[src/owbm_pkg.sv]
// ----------------------------------------------------------------------------
// owbm_pkg - shared types and constants for the 1-wire bus master
// Operation codes, command modes, register indexes, timing and result types.
// ----------------------------------------------------------------------------
package owbm_pkg;

  localparam int BITS_PER_TRANSFER = 8;
  localparam int TIMER_BITS        = 16;
  localparam int CFG_BITS          = 16;
  localparam int CFG_INDEX_BITS    = 3;

  typedef logic [TIMER_BITS-1:0] timer_t;
  typedef logic [CFG_BITS-1:0]   cfg_word_t;

  // command modes carried in tuser
  localparam logic [1:0] MODE_TICK  = 2'd0;
  localparam logic [1:0] MODE_RESET = 2'd1;
  localparam logic [1:0] MODE_WRITE = 2'd2;
  localparam logic [1:0] MODE_READ  = 2'd3;

  typedef enum logic [1:0] {
    OP_IDLE  = 2'd0,
    OP_RESET = 2'd1,
    OP_WRITE = 2'd2,
    OP_READ  = 2'd3
  } op_t;

  // register indexes
  localparam logic [CFG_INDEX_BITS-1:0] REG_RESET_LOW  = 3'd0;
  localparam logic [CFG_INDEX_BITS-1:0] REG_RESET_WAIT = 3'd1;
  localparam logic [CFG_INDEX_BITS-1:0] REG_START      = 3'd2;
  localparam logic [CFG_INDEX_BITS-1:0] REG_LOW_PULSE  = 3'd3;
  localparam logic [CFG_INDEX_BITS-1:0] REG_SAMPLE     = 3'd4;
  localparam logic [CFG_INDEX_BITS-1:0] REG_SLOT       = 3'd5;

  localparam cfg_word_t RST_RESET_LOW  = 16'd500;
  localparam cfg_word_t RST_RESET_WAIT = 16'd500;
  localparam cfg_word_t RST_START      = 16'd2;
  localparam cfg_word_t RST_LOW_PULSE  = 16'd3;
  localparam cfg_word_t RST_SAMPLE     = 16'd4;
  localparam cfg_word_t RST_SLOT       = 16'd80;

  typedef struct packed {
    cfg_word_t reset_low_time;
    cfg_word_t reset_wait_time;
    cfg_word_t start_delay;
    cfg_word_t low_pulse_time;
    cfg_word_t sample_delay;
    cfg_word_t slot_time;
  } timing_t;

  typedef struct packed {
    logic [7:0] read_byte;
    logic       busy_res;
    logic       line_release;
  } res_t;

  // register value to timer load; zero loads as one
  function automatic timer_t timer_load(input cfg_word_t v);
    timer_t t;
    t = timer_t'(v);
    if (t == '0) t = timer_t'(1);
    return t;
  endfunction

endpackage

[src/owbm_seq.sv]
// ----------------------------------------------------------------------------
// owbm_seq - phase sequencer of the 1-wire bus master
// Holds operation state; one beat updates it in a single pass.
// ----------------------------------------------------------------------------
module owbm_seq (
  input  logic            clk,
  input  logic            rst,
  input  logic            step,
  input  logic [1:0]      mode,
  input  logic [7:0]      write_byte,
  input  logic            line_sample,
  input  owbm_pkg::timing_t timing,
  output owbm_pkg::res_t  result
);
  import owbm_pkg::*;

  logic       busy_flag,     busy_flag_next;
  op_t        operation,     operation_next;
  logic [1:0] phase,         phase_next;
  logic [3:0] bit_count,     bit_count_next;
  logic [7:0] send_byte,     send_byte_next;
  logic [7:0] received_byte, received_byte_next;
  timer_t     countdown,     countdown_next;
  logic       line_level,    line_level_next;

  always_comb begin
    busy_flag_next     = busy_flag;
    operation_next     = operation;
    phase_next         = phase;
    bit_count_next     = bit_count;
    send_byte_next     = send_byte;
    received_byte_next = received_byte;
    countdown_next     = countdown;
    line_level_next    = line_level;

    if (mode == MODE_TICK) begin
      if (busy_flag && countdown != '0) begin
        countdown_next = countdown - timer_t'(1);
        if (countdown_next == '0) begin
          case (operation)
            OP_RESET: begin
              line_level_next = 1'b1;
              if (phase == 2'd0) begin
                countdown_next = timer_load(timing.reset_wait_time);
              end else begin
                countdown_next = '0;
                busy_flag_next = 1'b0;
              end
              phase_next = phase + 2'd1;
            end
            OP_WRITE, OP_READ: begin
              case (phase)
                2'd0: begin
                  line_level_next = 1'b0;
                  countdown_next  = timer_load(timing.low_pulse_time);
                  phase_next      = 2'd1;
                end
                2'd1: begin
                  if (operation == OP_WRITE) begin
                    line_level_next = send_byte[bit_count[2:0]];
                    bit_count_next  = bit_count + 4'd1;
                    countdown_next  = timer_load(timing.slot_time);
                  end else begin
                    line_level_next = 1'b1;
                    countdown_next  = timer_load(timing.sample_delay);
                  end
                  phase_next = 2'd2;
                end
                2'd2: begin
                  if (operation == OP_WRITE) begin
                    line_level_next = 1'b1;
                    countdown_next  = timer_load(timing.low_pulse_time);
                  end else begin
                    if (line_sample) received_byte_next[bit_count[2:0]] = 1'b1;
                    bit_count_next = bit_count + 4'd1;
                    countdown_next = timer_load(timing.slot_time);
                  end
                  phase_next = 2'd0;
                  // last bit: go idle at once, remaining slot time dropped
                  if (bit_count_next >= 4'(BITS_PER_TRANSFER)) begin
                    countdown_next = '0;
                    busy_flag_next = 1'b0;
                  end
                end
                default: phase_next = 2'd0;  // unused phase, no action
              endcase
            end
            default: begin
              countdown_next = '0;
              busy_flag_next = 1'b0;
            end
          endcase
        end
      end
    end else if (!busy_flag) begin
      busy_flag_next = 1'b1;
      phase_next     = 2'd0;
      case (mode)
        MODE_RESET: begin
          operation_next  = OP_RESET;
          line_level_next = 1'b0;
          countdown_next  = timer_load(timing.reset_low_time);
        end
        MODE_WRITE: begin
          operation_next = OP_WRITE;
          send_byte_next = write_byte;
          bit_count_next = 4'd0;
          countdown_next = timer_load(timing.start_delay);
        end
        default: begin
          operation_next     = OP_READ;
          bit_count_next     = 4'd0;
          received_byte_next = 8'd0;
          countdown_next     = timer_load(timing.start_delay);
        end
      endcase
    end
  end

  assign result.line_release = line_level_next;
  assign result.busy_res     = busy_flag_next;
  assign result.read_byte    = received_byte_next;

  always_ff @(posedge clk) begin
    if (rst) begin
      busy_flag     <= 1'b0;
      operation     <= OP_IDLE;
      phase         <= 2'd0;
      bit_count     <= 4'd0;
      send_byte     <= 8'd0;
      received_byte <= 8'd0;
      countdown     <= '0;
      line_level    <= 1'b1;
    end else if (step) begin
      busy_flag     <= busy_flag_next;
      operation     <= operation_next;
      phase         <= phase_next;
      bit_count     <= bit_count_next;
      send_byte     <= send_byte_next;
      received_byte <= received_byte_next;
      countdown     <= countdown_next;
      line_level    <= line_level_next;
    end
  end

endmodule

[src/one_wire_bus_master_core.sv]
// ----------------------------------------------------------------------------
// one_wire_bus_master_core - 1-wire bus master driven by timer ticks
// Reset pulse, byte write and byte read, timed from programmable registers.
// ----------------------------------------------------------------------------
// Channel   Dir  Handshake          Beat contents
// s_*       in   s_tvalid/s_tready  tuser: mode; tdata: write_byte, line_sample
// m_*       out  m_tvalid/m_tready  tdata: line_release, busy_res, read_byte
// cfg_*     in   cfg_we             cfg_index selects timing register, cfg_data
//
// Every input beat yields exactly one output beat, and a beat can be taken every
// cycle while the skid is empty. Sequencer state loads at the accepting edge; the
// result loads the output register if free (offered from the next cycle), else the skid.
// A two-entry output stage (register plus skid) keeps s_tready registered:
// input stalls only when both entries hold results not yet taken.
// rst is synchronous: default timings restored, bus idle, line released.
// ----------------------------------------------------------------------------
module one_wire_bus_master_core (
  input  logic                                  clk,
  input  logic                                  rst,
  input  logic                                  s_tvalid,
  output logic                                  s_tready,
  input  logic [15:0]                           s_tdata,  // [7:0] write_byte, [8] line_sample
  input  logic [1:0]                            s_tuser,  // [1:0] mode
  output logic                                  m_tvalid,
  input  logic                                  m_tready,
  output logic [15:0]                           m_tdata,  // [0] line_release, [1] busy_res,
                                                          // [9:2] read_byte
  input  logic                                  cfg_we,
  input  logic [owbm_pkg::CFG_INDEX_BITS-1:0]   cfg_index,
  input  logic [owbm_pkg::CFG_BITS-1:0]         cfg_data
);
  import owbm_pkg::*;

  timing_t timing;
  res_t    result;
  res_t    out_res;
  res_t    skid_res;
  logic    skid_valid;
  logic    accept;
  logic    out_free;

  // timing registers
  always_ff @(posedge clk) begin
    if (rst) begin
      timing.reset_low_time  <= RST_RESET_LOW;
      timing.reset_wait_time <= RST_RESET_WAIT;
      timing.start_delay     <= RST_START;
      timing.low_pulse_time  <= RST_LOW_PULSE;
      timing.sample_delay    <= RST_SAMPLE;
      timing.slot_time       <= RST_SLOT;
    end else if (cfg_we) begin
      case (cfg_index)
        REG_RESET_LOW:  timing.reset_low_time  <= cfg_data;
        REG_RESET_WAIT: timing.reset_wait_time <= cfg_data;
        REG_START:      timing.start_delay     <= cfg_data;
        REG_LOW_PULSE:  timing.low_pulse_time  <= cfg_data;
        REG_SAMPLE:     timing.sample_delay    <= cfg_data;
        REG_SLOT:       timing.slot_time       <= cfg_data;
        default: ;  // unknown index, write dropped
      endcase
    end
  end

  assign s_tready = !skid_valid;
  assign accept   = s_tvalid && s_tready;
  assign out_free = !m_tvalid || m_tready;

  owbm_seq u_seq (
    .clk         (clk),
    .rst         (rst),
    .step        (accept),
    .mode        (s_tuser),
    .write_byte  (s_tdata[7:0]),
    .line_sample (s_tdata[8]),
    .timing      (timing),
    .result      (result)
  );

  // output register and skid: control
  always_ff @(posedge clk) begin
    if (rst) begin
      m_tvalid   <= 1'b0;
      skid_valid <= 1'b0;
    end else if (out_free) begin
      // skid drains first; no input is taken while it is full
      m_tvalid   <= skid_valid || accept;
      skid_valid <= 1'b0;
    end else if (accept) begin
      skid_valid <= 1'b1;
    end
  end

  // output register and skid: payload
  always_ff @(posedge clk) begin
    if (out_free) begin
      out_res <= skid_valid ? skid_res : result;
    end else if (accept) begin
      skid_res <= result;
    end
  end

  assign m_tdata = {6'd0, out_res.read_byte, out_res.busy_res, out_res.line_release};

endmodule

[config.mk]
export PLATFORM = sky130hd
export DESIGN_NAME = one_wire_bus_master_core
export DESIGN_NICKNAME = d
export VERILOG_FILES = /design/src/owbm_pkg.sv /design/src/owbm_seq.sv /design/src/one_wire_bus_master_core.sv
export SDC_FILE = /design/constraint.sdc
export NUM_CORES = 1
export LEC_CHECK = 0
export ABC_AREA = 1
export BUFFER_PORTS_ARGS = -buffer_cell sky130_fd_sc_hd__buf_2
export CORE_ASPECT_RATIO = 0.8
export CORE_UTILIZATION = 40
export CTS_CLUSTER_SIZE = 16
export DETAILED_ROUTE_END_ITERATION = 8
export PLACE_DENSITY = 0.54
export SETUP_SLACK_MARGIN = 0.5
export SYNTH_ARGS = -nofsm -noshare
export SYNTH_HDL_FRONTEND = slang
export SYNTH_SLANG_ARGS = --single-unit
export TNS_END_PERCENT = 1
[constraint.sdc]
create_clock -name clk -period 2.5 [get_ports clk]
set_clock_uncertainty 0.1 [all_clocks]
set_input_delay 0.125 -clock clk [delete_from_list [all_inputs] [get_ports clk]]
set_output_delay 0.125 -clock clk [all_outputs]
set_load 0.02 [all_outputs]
==> results summary, run 1 <==
The post-synthesis register bit count is 160. For this configuration, the core starts out at a cell density of 0.4151. Wires add up to 28020 µm. In this run the worst path has a maximum fanout of 6.

The maximum buffer depth of the clock tree came out at 2. The total congestion overflow after global routing is 0. The number of clock sinks seen by CTS is 160.

Summed over all cells, the static leakage comes to 4.406 nW. The detailed router finished its first iteration with 854 violations. The max-slew headroom at the worst pin came out at 0.3028. In this run the cell area of the synthesized design comes to 8387 µm². The worst setup path is captured at a register. The upper clock frequency limit is 429.8 MHz. The power density of the placed cells is 661.7 nW/µm².

The average cell area after synthesis is 6.897 µm². Setup repair after global routing could not meet its margin everywhere. The total number of nets in the final design is 1369.

Detailed routing placed a total of 2233 µm of wire on met3. The async set or reset register ratio after synthesis came out at 0. The floorplan step defined a die boundary enclosing 21550 µm². IR analysis of the VDD net gives a maximum drop of 469.1 µV. The fraction of layout cells with a size suffix above 1 is 0.1463. The number of flops mapped to enable cells by yosys came out at 20.

The Yosys step of the flow raised 0 warnings. Summed over all instances, the cell type with the most area after synthesis is sky130_fd_sc_hd__dfxtp_1. The area of the core is 20200 µm². After technology mapping, the gate count stands at 1216. The detailed-route DRC error count came out at 0.

The fraction of post-synthesis cell area in the top cell type by area is 0.3342. After synthesis, the cell types taking the most area are sky130_fd_sc_hd__dfxtp_1 (33%), sky130_fd_sc_hd__nand2_1 (9.6%), sky130_fd_sc_hd__o21ai_0 (8.1%). After legalization and detailed placement, the total HPWL measured 20800 µm. The congestion estimate from routability-driven global placement came to 0.8992.

The share of the Yosys chip area taken by registers is 0.4058. The number of rows created at floorplan is 46. The clock period minus final worst setup slack is 2.327 ns. The number of buffers inserted by port buffering is 46. In the post-synthesis netlist, the cell with the most instances is sky130_fd_sc_hd__nand2_1. The transition time at the pin with the least slew margin came out at 1.042 ns. The area added between synthesis and finish came out at 20.90%. TritonCTS built the clock tree.

The run finished with clean final reports. The horizontal extent of the die came out at 163.9 µm. The number of CTS-inserted buffers is 17. The max-capacitance violation count came out at 0.

The number of antenna violations at the first check in global routing came out at 0. The final number of setup-violating endpoints came out at 0. The average routed wire per standard cell came out at 17.62 µm.

The wire length of the first global-routing pass is 43900 µm. The most common flop cell mapped by yosys is sky130_fd_sc_hd__dfxtp_1. In the global route stage, overall resource usage came out at 0.2681. The met1 routed wirelength after detailed routing came out at 14680 µm. The startpoint type of the worst setup path is a register. The height of the die is 131.5 µm. The clock latency reported for the late side of the worst-skew pair is 0.44 ns. Summed over all failing endpoints, the final setup total negative slack is 0 ns.

The kind of critical path is register to register. The number of max-slew violations in the final report came out at 0. The total vias in the final route is 8465. The number of nets still failing antenna checks after routing came out at 0. For this run, the detailed router's first-pass iteration total came to 7. The clock transition time at the flip-flop clock pins of the worst setup and hold paths came out at 0.07 ns.

60 I/O pins were placed. The tree is rooted in a sky130_fd_sc_hd__clkbuf_16. Entering global routing, the biggest net connects 65 pins.

The highest routed metal layer is met4. The number of antenna diodes in the final layout is 0. The detailed route wirelength on metal2 came out at 10920 µm.

The final critical-path share of the clock period came out at 0.9307. The critical path data required time is 2.73 ns. The distinct cell type count of the synthesized netlist is 40. The data arrival time of the worst path is 2.56 ns. The hold violation count in the final report came out at 0. By count the netlist is led by sky130_fd_sc_hd__nand2_1 (215), sky130_fd_sc_hd__nor2_1 (171), sky130_fd_sc_hd__dfxtp_1 (140). Power comes to 6.709 mW. The total number of H-tree levels came out at 4.

The number of global-route vias before repair is 7545. The classification of the worst-slack hold path is input pin to register. In the routed layout, each cell is associated on average with a via count of 5.324.
-- cell usage in the layout, fill, tap and decap left out, types with 21 or more instances in the layout --
| cell | synthesis | layout |
|---|---|---|
| sky130_fd_sc_hd__o21ai_0 | 136 | 135 |
| sky130_fd_sc_hd__buf_2 | 8 | 46 |
| sky130_fd_sc_hd__dlygate4sd3_1 | 0 | 27 |
| sky130_fd_sc_hd__buf_4 | 7 | 55 |
| sky130_fd_sc_hd__a21oi_1 | 98 | 97 |
| sky130_fd_sc_hd__inv_1 | 125 | 123 |
| sky130_fd_sc_hd__dfxtp_1 | 140 | 135 |
| sky130_fd_sc_hd__nor2_1 | 171 | 164 |
| sky130_fd_sc_hd__nand2_1 | 215 | 209 |
| sky130_fd_sc_hd__nand3_1 | 85 | 81 |
| sky130_fd_sc_hd__o211ai_1 | 21 | 21 |
-- final cells by class --
| cell class | instances | area, µm² |
|---|---|---|
| fillers | 2047 | 10060 |
| multi-input cells | 865 | 4334 |
| flip-flops and latches | 160 | 3415 |
| repair buffers | 130 | 953.4 |
| inverters | 139 | 531.8 |
| clock buffers | 18 | 429.2 |
| well taps | 264 | 330.3 |
| clock inverters | 14 | 146.4 |
-- sequential cells by signal (all words and copies together) (netlist names) --
name / cells
u_seq.phase: 2
skid_valid: 1
u_seq.line_level: 1
u_seq.bit_count: 4
m_tdata: 10
u_seq.operation: 2
u_seq.busy_flag: 1
u_seq.send_byte: 8
m_tvalid: 1
timing: 96
u_seq.countdown: 16
u_seq.received_byte: 8
skid_res: 10
-- per-layer routing --
metal | GRT usage | vias up
met1 | 0.4287 | 3920
met2 | 0.3576 | 282
met4 | 0.04630 | 0
li1 | - | 4240
met3 | 0.06218 | 23
met5 | 0 | -
-- path summary, 6_finish.rpt --
kind                                          from                  to  slack, ns  depth (start not counted)
worst min-delay path                           rst  u_seq.bit_count[2]       0.03                          2
worst max-delay path            u_seq.countdown[1]  u_seq.bit_count[3]       0.17                         18
worst max register to register  u_seq.countdown[1]  u_seq.bit_count[3]       0.17                         18
worst min register to register          timing[48]          timing[48]       0.37                          2
-- cell families (layout without fill, tap and decap cells) --
| family | Yosys count | in the layout | synth area share |
|---|---|---|---|
| other | 1 | 6 | 0.0004471 |
| flip-flops | 160 | 160 | 0.4058 |
| buffers and inverters | 196 | 301 | 0.09294 |
| AO/OA/AOI/OAI | 298 | 298 | 0.1965 |
| adder cells (fa/ha/maj) | 14 | 14 | 0.02089 |
| AND/OR/NAND/NOR | 543 | 543 | 0.2793 |
| XOR/XNOR | 4 | 4 | 0.004178 |
-- power by group --
group	internal (mW)	total [mW]	switching (mW)	leakage [nW]
Clock	1.33	2.58	1.25	0.272
Combinational	0.436	1.30	0.859	2.79
Sequential	2.73	2.84	0.103	1.35
-- worst max-delay path: stages, from the launching register on --
cell and delay (ns):
sky130_fd_sc_hd__dfxtp_4 0.37, sky130_fd_sc_hd__inv_4 0.07, sky130_fd_sc_hd__ha_4 0.18, sky130_fd_sc_hd__inv_2 0.04
sky130_fd_sc_hd__nand2_2 0.06, sky130_fd_sc_hd__nand2_2 0.07, sky130_fd_sc_hd__nor2_4 0.10, sky130_fd_sc_hd__nand2_2 0.07
sky130_fd_sc_hd__nor2_2 0.09, sky130_fd_sc_hd__nand2_1 0.10, sky130_fd_sc_hd__nor2_4 0.12, sky130_fd_sc_hd__nand3_4 0.14
sky130_fd_sc_hd__buf_12 0.16, sky130_fd_sc_hd__o21ai_2 0.19, sky130_fd_sc_hd__nand2_2 0.12, sky130_fd_sc_hd__inv_2 0.08
sky130_fd_sc_hd__nand2_1 0.05, sky130_fd_sc_hd__nand2_1 0.06, sky130_fd_sc_hd__nor2_1 0.04
-- metrics by stage --
stage,hold WS (ns),area [µm²],util,worst slack (ns),std cells
after global placement,0.2769,9074,0.4492,0.1216,1518
final,0.02977,10140,0.5019,0.1732,1590
after detailed placement,0.2792,9074,0.4492,0.07297,1518
after floorplan,0.1513,8428,-,0.4306,1221
after global routing,0.03968,10140,0.5019,0.02883,1590
after CTS,0.01670,10070,0.4986,0.1451,1589
-- timing repair --
action / in CTS / in global routing
setup endpoints to repair: 52 / 61
buffers inserted: 12 / 1
hold endpoints to repair: 83 / 0
pin swaps: 9 / 12
hold buffers: 27 / 0
resized for setup: 17 / 16
(Power assumes the default switching activity.)
==> inputs of run 2 (changes only) <==
ABC_AREA = default   (was 1)
CAP_MARGIN = 20   (was default)
==> run 2 against run 1 <==
  * The flow now finishes with violations (setup timing)
  * Die area down 0.16%
  * Wire length up 9.1%
  * Sequential power down 3%
  * Design area up 7.4%
  * First-iteration DRC count up 22%
  * Synthesized area down 0.16%
  * Global-route usage up 2.1 points
  * Sequential share of layout area down 2.3 points
  * Critical endpoint is now u_seq.countdown[8]
  * Largest power group is now the clock network
  * Highest routed layer unchanged
==> results summary, run 2 <==
The run finished, with violations left. The final reports fail on setup timing. The H-tree was split into 4 levels.

The number of rows created at floorplan came out at 46. Summing every instance area after synthesis gives 8373 µm². TritonCTS created 17 clock buffers. The min-delay analysis places its worst path in the category input pin to register.

In the synthesized netlist the async set-or-reset flop fraction comes to 0. The final cell utilization of the core is 0.5404. The placed wire-length estimate after detailed placement is 22510 µm. The element type at the critical path end is a register. Setup repair after global routing could not meet its margin everywhere. The distinct cell type count of the synthesized netlist came out at 84. The number of max-slew violations in the final report is 0. timing holds more flip-flops than any other register. Yosys attributes the largest share of cell area to sky130_fd_sc_hd__dfxtp_1 (33%), sky130_fd_sc_hd__nand2_1 (12%), sky130_fd_sc_hd__edfxtp_1 (7.2%).

The most used flip-flop cell after synthesis is sky130_fd_sc_hd__dfxtp_1. The aggregate negative setup slack is -11.68 ns. The cell with the most instances on the worst path is sky130_fd_sc_hd__buf_4. The area added between synthesis and finish is 30.01%.

Along the worst path, the maximum fanout reaches 9. The largest area contributor in the netlist is sky130_fd_sc_hd__dfxtp_1. The starting density of the core is 0.4157.

The height of the die is 131.4 µm. The clock tree from TritonCTS is done. The leakage power total is 4.189 nW. The post-synthesis register bit count came out at 160. Across the run, the number of max-cap violations was 0. For this design, the slowest cell found on the critical path is sky130_fd_sc_hd__or4b_4. Dividing total power by cell area gives a power density of 627.0 nW/µm². The smallest setup slack after layout is -0.3666 ns.

The max-slew headroom at the worst pin came out at 0.4688. The area of the core is 20140 µm². The repair_antennas step left the layout with diodes totalling 0.

The number of warnings printed during yosys synthesis came out at 0. The biggest cell delay along the critical path came out at 0.49 ns. The share of power burned in the clock network is 0.405. The detailed router's first-iteration violation count came out at 1038. The commonest cells after synthesis are sky130_fd_sc_hd__nand2_1 (267), sky130_fd_sc_hd__dfxtp_1 (140), sky130_fd_sc_hd__a21oi_1 (109). The number of antenna violations at the first check in global routing is 0. The number of nets still failing antenna checks after routing came out at 0. The share of the yosys chip area belonging to registers is 0.4065. The final layout contains routed wiring with a total length of 30580 µm. The final critical-path share of the clock period came out at 1.147. By instance count, the leading cell after synthesis is sky130_fd_sc_hd__nand2_1. The pin count of the biggest net entering global routing came out at 64. The clock transition time at the flip-flop clock pins of the worst setup and hold paths is 0.07 ns.

Leaving out fill and tap cells, the most frequent cell in the layout is sky130_fd_sc_hd__nand2_1. Of the cells placed in the final design, the portion with a size suffix greater than 1 is 0.2437. Of the post-synthesis cell area, the dominant cell type holds 0.3347. STA classifies the critical path startpoint as a register. The register with the most flip-flops in the layout has 96 of them. The total number of nets in the final design came out at 1282.

Before antenna repair, the detailed router went through 5 iterations. The power share of the combinational group came out at 0.191. For this run, the total global-route usage over all layers was measured as 0.2896. The upper clock frequency limit is 348.8 MHz. The transition time at the pin with the least slew margin came out at 0.7946 ns. CTS saw 160 sinks. The number of standard cells after synthesis is 1044. Summing internal, switching and leakage power gives 6.825 mW.

The hold violation count in the final report came out at 0. The number of placed I/O pins came out at 60. The critical path data required time is 2.73 ns. In the final layout, the registers with the most flip-flops are timing (96), u_seq.countdown (16).

The routed via count divided by cell count is 5.705. The final number of setup-violating endpoints came out at 51. The average routed wire per standard cell is 20.34 µm. The tree is rooted in a sky130_fd_sc_hd__clkbuf_16. The total vias in the final route came out at 8575.

Port buffering added 46 buffers. The number of flops mapped to enable cells by yosys came out at 20. Of the total power, registers draw 0.404. The total congestion overflow after global routing came out at 0.

VDD sags by at most 562.4 µV. The internal power component came out at 4.842 mW. The worst-case setup slack after placement came out at -0.4083 ns. Routability-driven placement finished with a final weighted congestion of 0.9581. The clock period minus final worst setup slack came out at 2.867 ns. In the layout the commonest cells are sky130_fd_sc_hd__nand2_1 (266), sky130_fd_sc_hd__buf_4 (155), sky130_fd_sc_hd__dfxtp_1 (138). The detailed-route DRC error count came out at 0.

The kind of critical path is register to register. Walking the worst path, the cells encountered are inv_4, ha_4, or4b_4, o31ai_4, nand3_1, nor4_4, buf_4, and2_1, buf_4, a21oi_1, nor4_1. The horizontal extent of the die is 163.8 µm.

The clock latency reported for the late side of the worst-skew pair came out at 0.44 ns. The wire length of the first global-routing pass is 47200 µm. The number of global-route vias before repair came out at 7959. Of the total power, the share spent switching nets is 0.2906. The die covers 21520 µm². Data on the critical path arrives at its endpoint at 3.10 ns. The maximum buffer depth of the clock tree is 2.

The power spent charging and discharging nets is 1.984 mW. A synthesized cell averages 8.020 µm².
run 2: cell count changes after synthesis, moves of 10 or more:
| cell | before | now |
|---|---|---|
| sky130_fd_sc_hd__clkbuf_1 | 40 | 56 |
| sky130_fd_sc_hd__nand2b_1 | 0 | 10 |
| sky130_fd_sc_hd__nand3_1 | 85 | 32 |
| sky130_fd_sc_hd__o21ai_0 | 136 | 37 |
| sky130_fd_sc_hd__o211ai_1 | 21 | 5 |
| sky130_fd_sc_hd__nand3b_1 | 5 | 20 |
| sky130_fd_sc_hd__a221oi_1 | 0 | 10 |
| sky130_fd_sc_hd__nor4_1 | 13 | 32 |
| sky130_fd_sc_hd__nand2_1 | 215 | 267 |
| sky130_fd_sc_hd__mux2_2 | 0 | 15 |
| sky130_fd_sc_hd__a21oi_1 | 98 | 109 |
| sky130_fd_sc_hd__nor2_1 | 171 | 46 |
| sky130_fd_sc_hd__inv_1 | 125 | 15 |
run 2: worst paths after layout:
kind                               start                     end  slack, ns  cells after the start
hold / removal                  m_tready              skid_valid       0.07                      4
setup reg to reg      u_seq.countdown[0]      u_seq.countdown[8]      -0.37                     11
setup / recovery      u_seq.countdown[0]      u_seq.countdown[8]      -0.37                     11
hold reg to reg   u_seq.received_byte[5]  u_seq.received_byte[5]       0.35                      2
run 2: kinds of logic after synthesis:
family                     Yosys count  synth area share
and+or+nand+nor                    493            0.2818
other                                1         0.0004479
DFF                                160            0.4065
buffers and inverters               90           0.05140
xor gates and xnor gates            10           0.01046
AOI/OAI and AO/OA                  251            0.1934
muxes                               25           0.03512
adders and majority gates           14           0.02092
run 2: critical path: cells and delay by family (launching register included):
family / cells / cell delay, ns
AOI/OAI and AO/OA: 2 / 0.36
and+or+nand+nor: 5 / 1.37
adders and majority gates: 1 / 0.14
buffers and inverters: 3 / 0.44
DFF: 1 / 0.35
run 2: layout make-up:
class,count,area [µm²]
tap,264,330.3
sequential,160,3411
fill,1919,9259
clock buffer,19,432.9
clock inverter,13,175.2
multi-input combinational,799,4736
timing repair buffer,231,1732
inverter,17,68.82
run 2: metrics by stage:
step / hold slack [ns] / area (µm²) / instances
final: 0.07298 / 10890 / 1503
after global routing: 0.1180 / 10890 / 1503
after CTS: 0.07263 / 10820 / 1502
after detailed placement: 0.2869 / 9868 / 1442
after global placement: 0.2850 / 9868 / 1442
after floorplan: 0.1458 / 8448 / 1049
run 2: what timing repair did:
| action | 4_1_cts | 5_1_grt |
|---|---|---|
| hold buffers | 26 | 0 |
| endpoints found under the hold margin | 107 | 0 |
| buffers inserted | 2 | 1 |
| pin swaps | 12 | 4 |
| resized for setup | 15 | 9 |
| setup endpoints to repair | 52 | 52 |
run 2: layer usage:
metal  GRT usage  wire [µm]
met4     0.06276        452
met2      0.3804      12160
met3     0.08144       2777
met1      0.4549      15190
met5           0          0
run 2: power groups by stage:
stage	Combinational (mW)	Clock (mW)	Sequential, mW
after floorplan	0.634	0	2.81
after global placement	1.19	0	2.81
after detailed placement	1.19	0	2.81
after CTS	1.25	2.79	2.75
after global routing	1.39	2.89	2.76
final	1.30	2.77	2.76
==> inputs of run 3 (changes only) <==
CTS_BUF_LIST = sky130_fd_sc_hd__clkbuf_4   (was default)
==> run 3 against run 2 <==
  * The run still ends with setup timing left
  * Critical path depth is the same
  * Non-clock buffer count grew 6
  * Utilization shrank 1.0 points
==> results summary, run 3 (same netlist as run 2, synthesis figures left out) <==
Leaving out fill and tap cells, the most frequent cell in the layout is sky130_fd_sc_hd__nand2_1. The iteration count of the initial detailed-routing pass is 5. The signal on the critical path passes through inv_4, ha_4, or4b_4, o31ai_4, buf_6, nand4_4, nor4_4, buf_6, nand4_1, a21o_1, mux2_4. The classification of the worst-slack hold path is input pin to register. Across all setup checks in the final design, the least slack found is -0.3793 ns.

After global routing, the most crowded layer is met1. The transition time at the pin with the least slew margin is 0.8110 ns. The wire length of the first global-routing pass is 47000 µm. Clock tree synthesis selected as its root buffer the cell sky130_fd_sc_hd__clkbuf_4. Setup repair after global routing could not meet its margin everywhere.

The clock drives 160 sinks. For this configuration, the core starts out at a cell density of 0.4157. The run finished, with violations left.

The top fanout value on the critical path came out at 6. The flip-flop count of the largest register, all copies and words added came out at 96. The number of CTS-inserted buffers came out at 17. The number of global-route vias before repair came to 7878. At the later pin of the worst-skew pair, clock insertion delay measures 0.58 ns.

The number of max-slew violations in the final report is 0. The met1 track demand over resource in global routing is 0.4571. The slowest stage of the critical path is the sky130_fd_sc_hd__or4b_4 cell.

The number of nets still failing antenna checks after routing came out at 0. The biggest cell delay along the critical path came out at 0.49 ns. The final reports fail on setup timing. By startpoint and endpoint, the worst setup path is classified as register to register. In the final routed layout, each cell accounts on average for 20.13 µm. The register name with the most flops is timing.

The overall fraction of global-route tracks in use came out at 0.2883. The total congestion overflow after global routing came out at 0. Measured along the y axis, the die boundary spans 131.4 µm.

The data arrival time of the worst path is 3.12 ns. The clock period minus final worst setup slack came out at 2.879 ns. The hold violation count in the final report came out at 0. The final critical-path share of the clock period is 1.152.

The aggregate negative setup slack is -11.22 ns. The final total power came out at 5.837 mW. The number of buffer and inverter stages on the critical path is 3. The total number of H-tree levels came out at 4. The fraction of met2 tracks used by global routing is 0.3757. Power spread over the standard cell area amounts to 546.8 nW/µm².

The leakage power total came out at 4.091 nW. The pin count of the biggest net entering global routing came out at 64. In this run the tightest slew margin relative to its limit is 0.4578. The final cell utilization of the core came out at 0.5299.

The max-capacitance violation count is 0. The total number of nets in the final design came out at 1288. The upper clock frequency limit came out at 347.3 MHz. The area added between synthesis and finish came out at 27.48%. The met3 routing resource usage after global routing came out at 0.07955. The number of buffers inserted by port buffering is 46. After detailed routing, the total wire length is 30400 µm.

The number of antenna violations at the first check in global routing came to 1. At the end of routability-driven placement, the weighted congestion stood at 0.9581. Across the VDD grid, the largest voltage drop is 349.1 µV. The critical path data required time is 2.74 ns. The number of rows created at floorplan is 46. The placed wire-length estimate after detailed placement is 22510 µm. On the critical path the largest part of the delay comes from simple AND/OR/NAND/NOR gates. The total vias in the final route is 8592. The overall die area came out at 21520 µm².

The detailed router's first-iteration violation count came out at 944. The placed instance count is 1442. TritonCTS built the clock tree. The core region is 20140 µm². The cell count along the critical path came out at 11. The cell count of the worst hold path is 6.

Measured along the x axis, the die boundary spans 163.8 µm. After detailed routing, the number of remaining DRC violations is 0. The number of cell instances on the worst register-to-register path is 11. Prior to clock tree synthesis, the placed netlist has a worst setup slack of -0.4083 ns. The cell that appears most often on the critical path is sky130_fd_sc_hd__buf_6. In this run the count of I/O pins placed on the die edge is 60. In the final layout, the share of cells above drive strength 1 is 0.2458. The element type at the critical path end is a register. The worst setup path is launched from a register. The final number of setup-violating endpoints is 51. In the layout the commonest cells are sky130_fd_sc_hd__nand2_1 (266), sky130_fd_sc_hd__buf_4 (153), sky130_fd_sc_hd__dfxtp_1 (137). The largest registers in the layout are timing (96), u_seq.countdown (16). Clock-pin slew was measured on the worst setup and hold paths at 0.16 ns. Using the TritonRoute via totals, the vias-per-cell ratio works out to 5.690.

The maximum buffer depth of the clock tree is 2. The non-filler instance count after layout came out at 1510.
## run 3: changes by cell type in the layout (fill, tap and decap cells not counted), moves of 2 or more
| cell | change |
|---|---|
| sky130_fd_sc_hd__clkbuf_4 | +19 |
| sky130_fd_sc_hd__clkbuf_1 | -2 |
| sky130_fd_sc_hd__clkbuf_16 | -17 |
| sky130_fd_sc_hd__buf_4 | -2 |
| sky130_fd_sc_hd__dlygate4sd3_1 | +7 |
## run 3: metal layers
| metal | wire [µm] | part of all wire | vias up |
|---|---|---|---|
| met5 | 0 | 0 | - |
| li1 | - | - | 4113 |
| met1 | 14840 | 0.49 | 4114 |
| met3 | 3070 | 0.10 | 30 |
| met4 | 466 | 0.015 | 0 |
| met2 | 12030 | 0.40 | 335 |
## run 3: where the power goes
group          internal [mW]  leakage [nW]  total [mW]  switching, mW
Sequential              2.68          1.33        2.76         0.0721
Combinational          0.565          2.59        1.31          0.744
Clock                  0.743         0.169        1.77           1.03
## run 3: cell type report
| cell class | instances | area (µm²) |
|---|---|---|
| tap | 264 | 330.3 |
| sequential | 160 | 3412 |
| antenna | 1 | 2.502 |
| timing repair buffer | 237 | 1798 |
| clock inverter | 13 | 175.2 |
| inverter | 17 | 68.82 |
| fill | 1954 | 9470 |
| clock buffer | 19 | 142.6 |
| multi-input combinational | 799 | 4745 |
## run 3: through the flow
stage / hold slack (ns) / cell area, µm²
3_3_place_gp: 0.2850 / 9868
5_1_grt: 0.02056 / 10670
2_1_floorplan: 0.1458 / 8448
3_5_place_dp: 0.2869 / 9868
4_1_cts: 0.005394 / 10600
6_report: 0.05158 / 10670
## run 3: timing repair
action / 4_1_cts / 5_1_grt
endpoints found under the setup margin: 52 / 52
buffers inserted: 2 / 0
gates cloned: 0 / 0
gates resized for setup: 15 / 13
pin swaps: 12 / 5
hold buffers: 33 / 0
hold endpoints to repair: 120 / 0
## run 3: worst register-to-register path, cell delays in order (launching register included)
cell and delay (ns):
sky130_fd_sc_hd__dfxtp_4 0.37, sky130_fd_sc_hd__inv_4 0.06, sky130_fd_sc_hd__ha_4 0.14, sky130_fd_sc_hd__or4b_4 0.49, sky130_fd_sc_hd__o31ai_4 0.26, sky130_fd_sc_hd__buf_6 0.14, sky130_fd_sc_hd__nand4_4 0.09, sky130_fd_sc_hd__nor4_4 0.28
sky130_fd_sc_hd__buf_6 0.17, sky130_fd_sc_hd__nand4_1 0.09, sky130_fd_sc_hd__a21o_1 0.21, sky130_fd_sc_hd__mux2_4 0.26
## run 3: worst paths after layout
check / start / to / slack, ns
min reg2reg: u_seq.send_byte[4] / u_seq.send_byte[4] / 0.36
max: u_seq.countdown[0] / m_tdata[1] / -0.38
max reg2reg: u_seq.countdown[0] / m_tdata[1] / -0.38
min: cfg_index[2] / timing[27] / 0.05
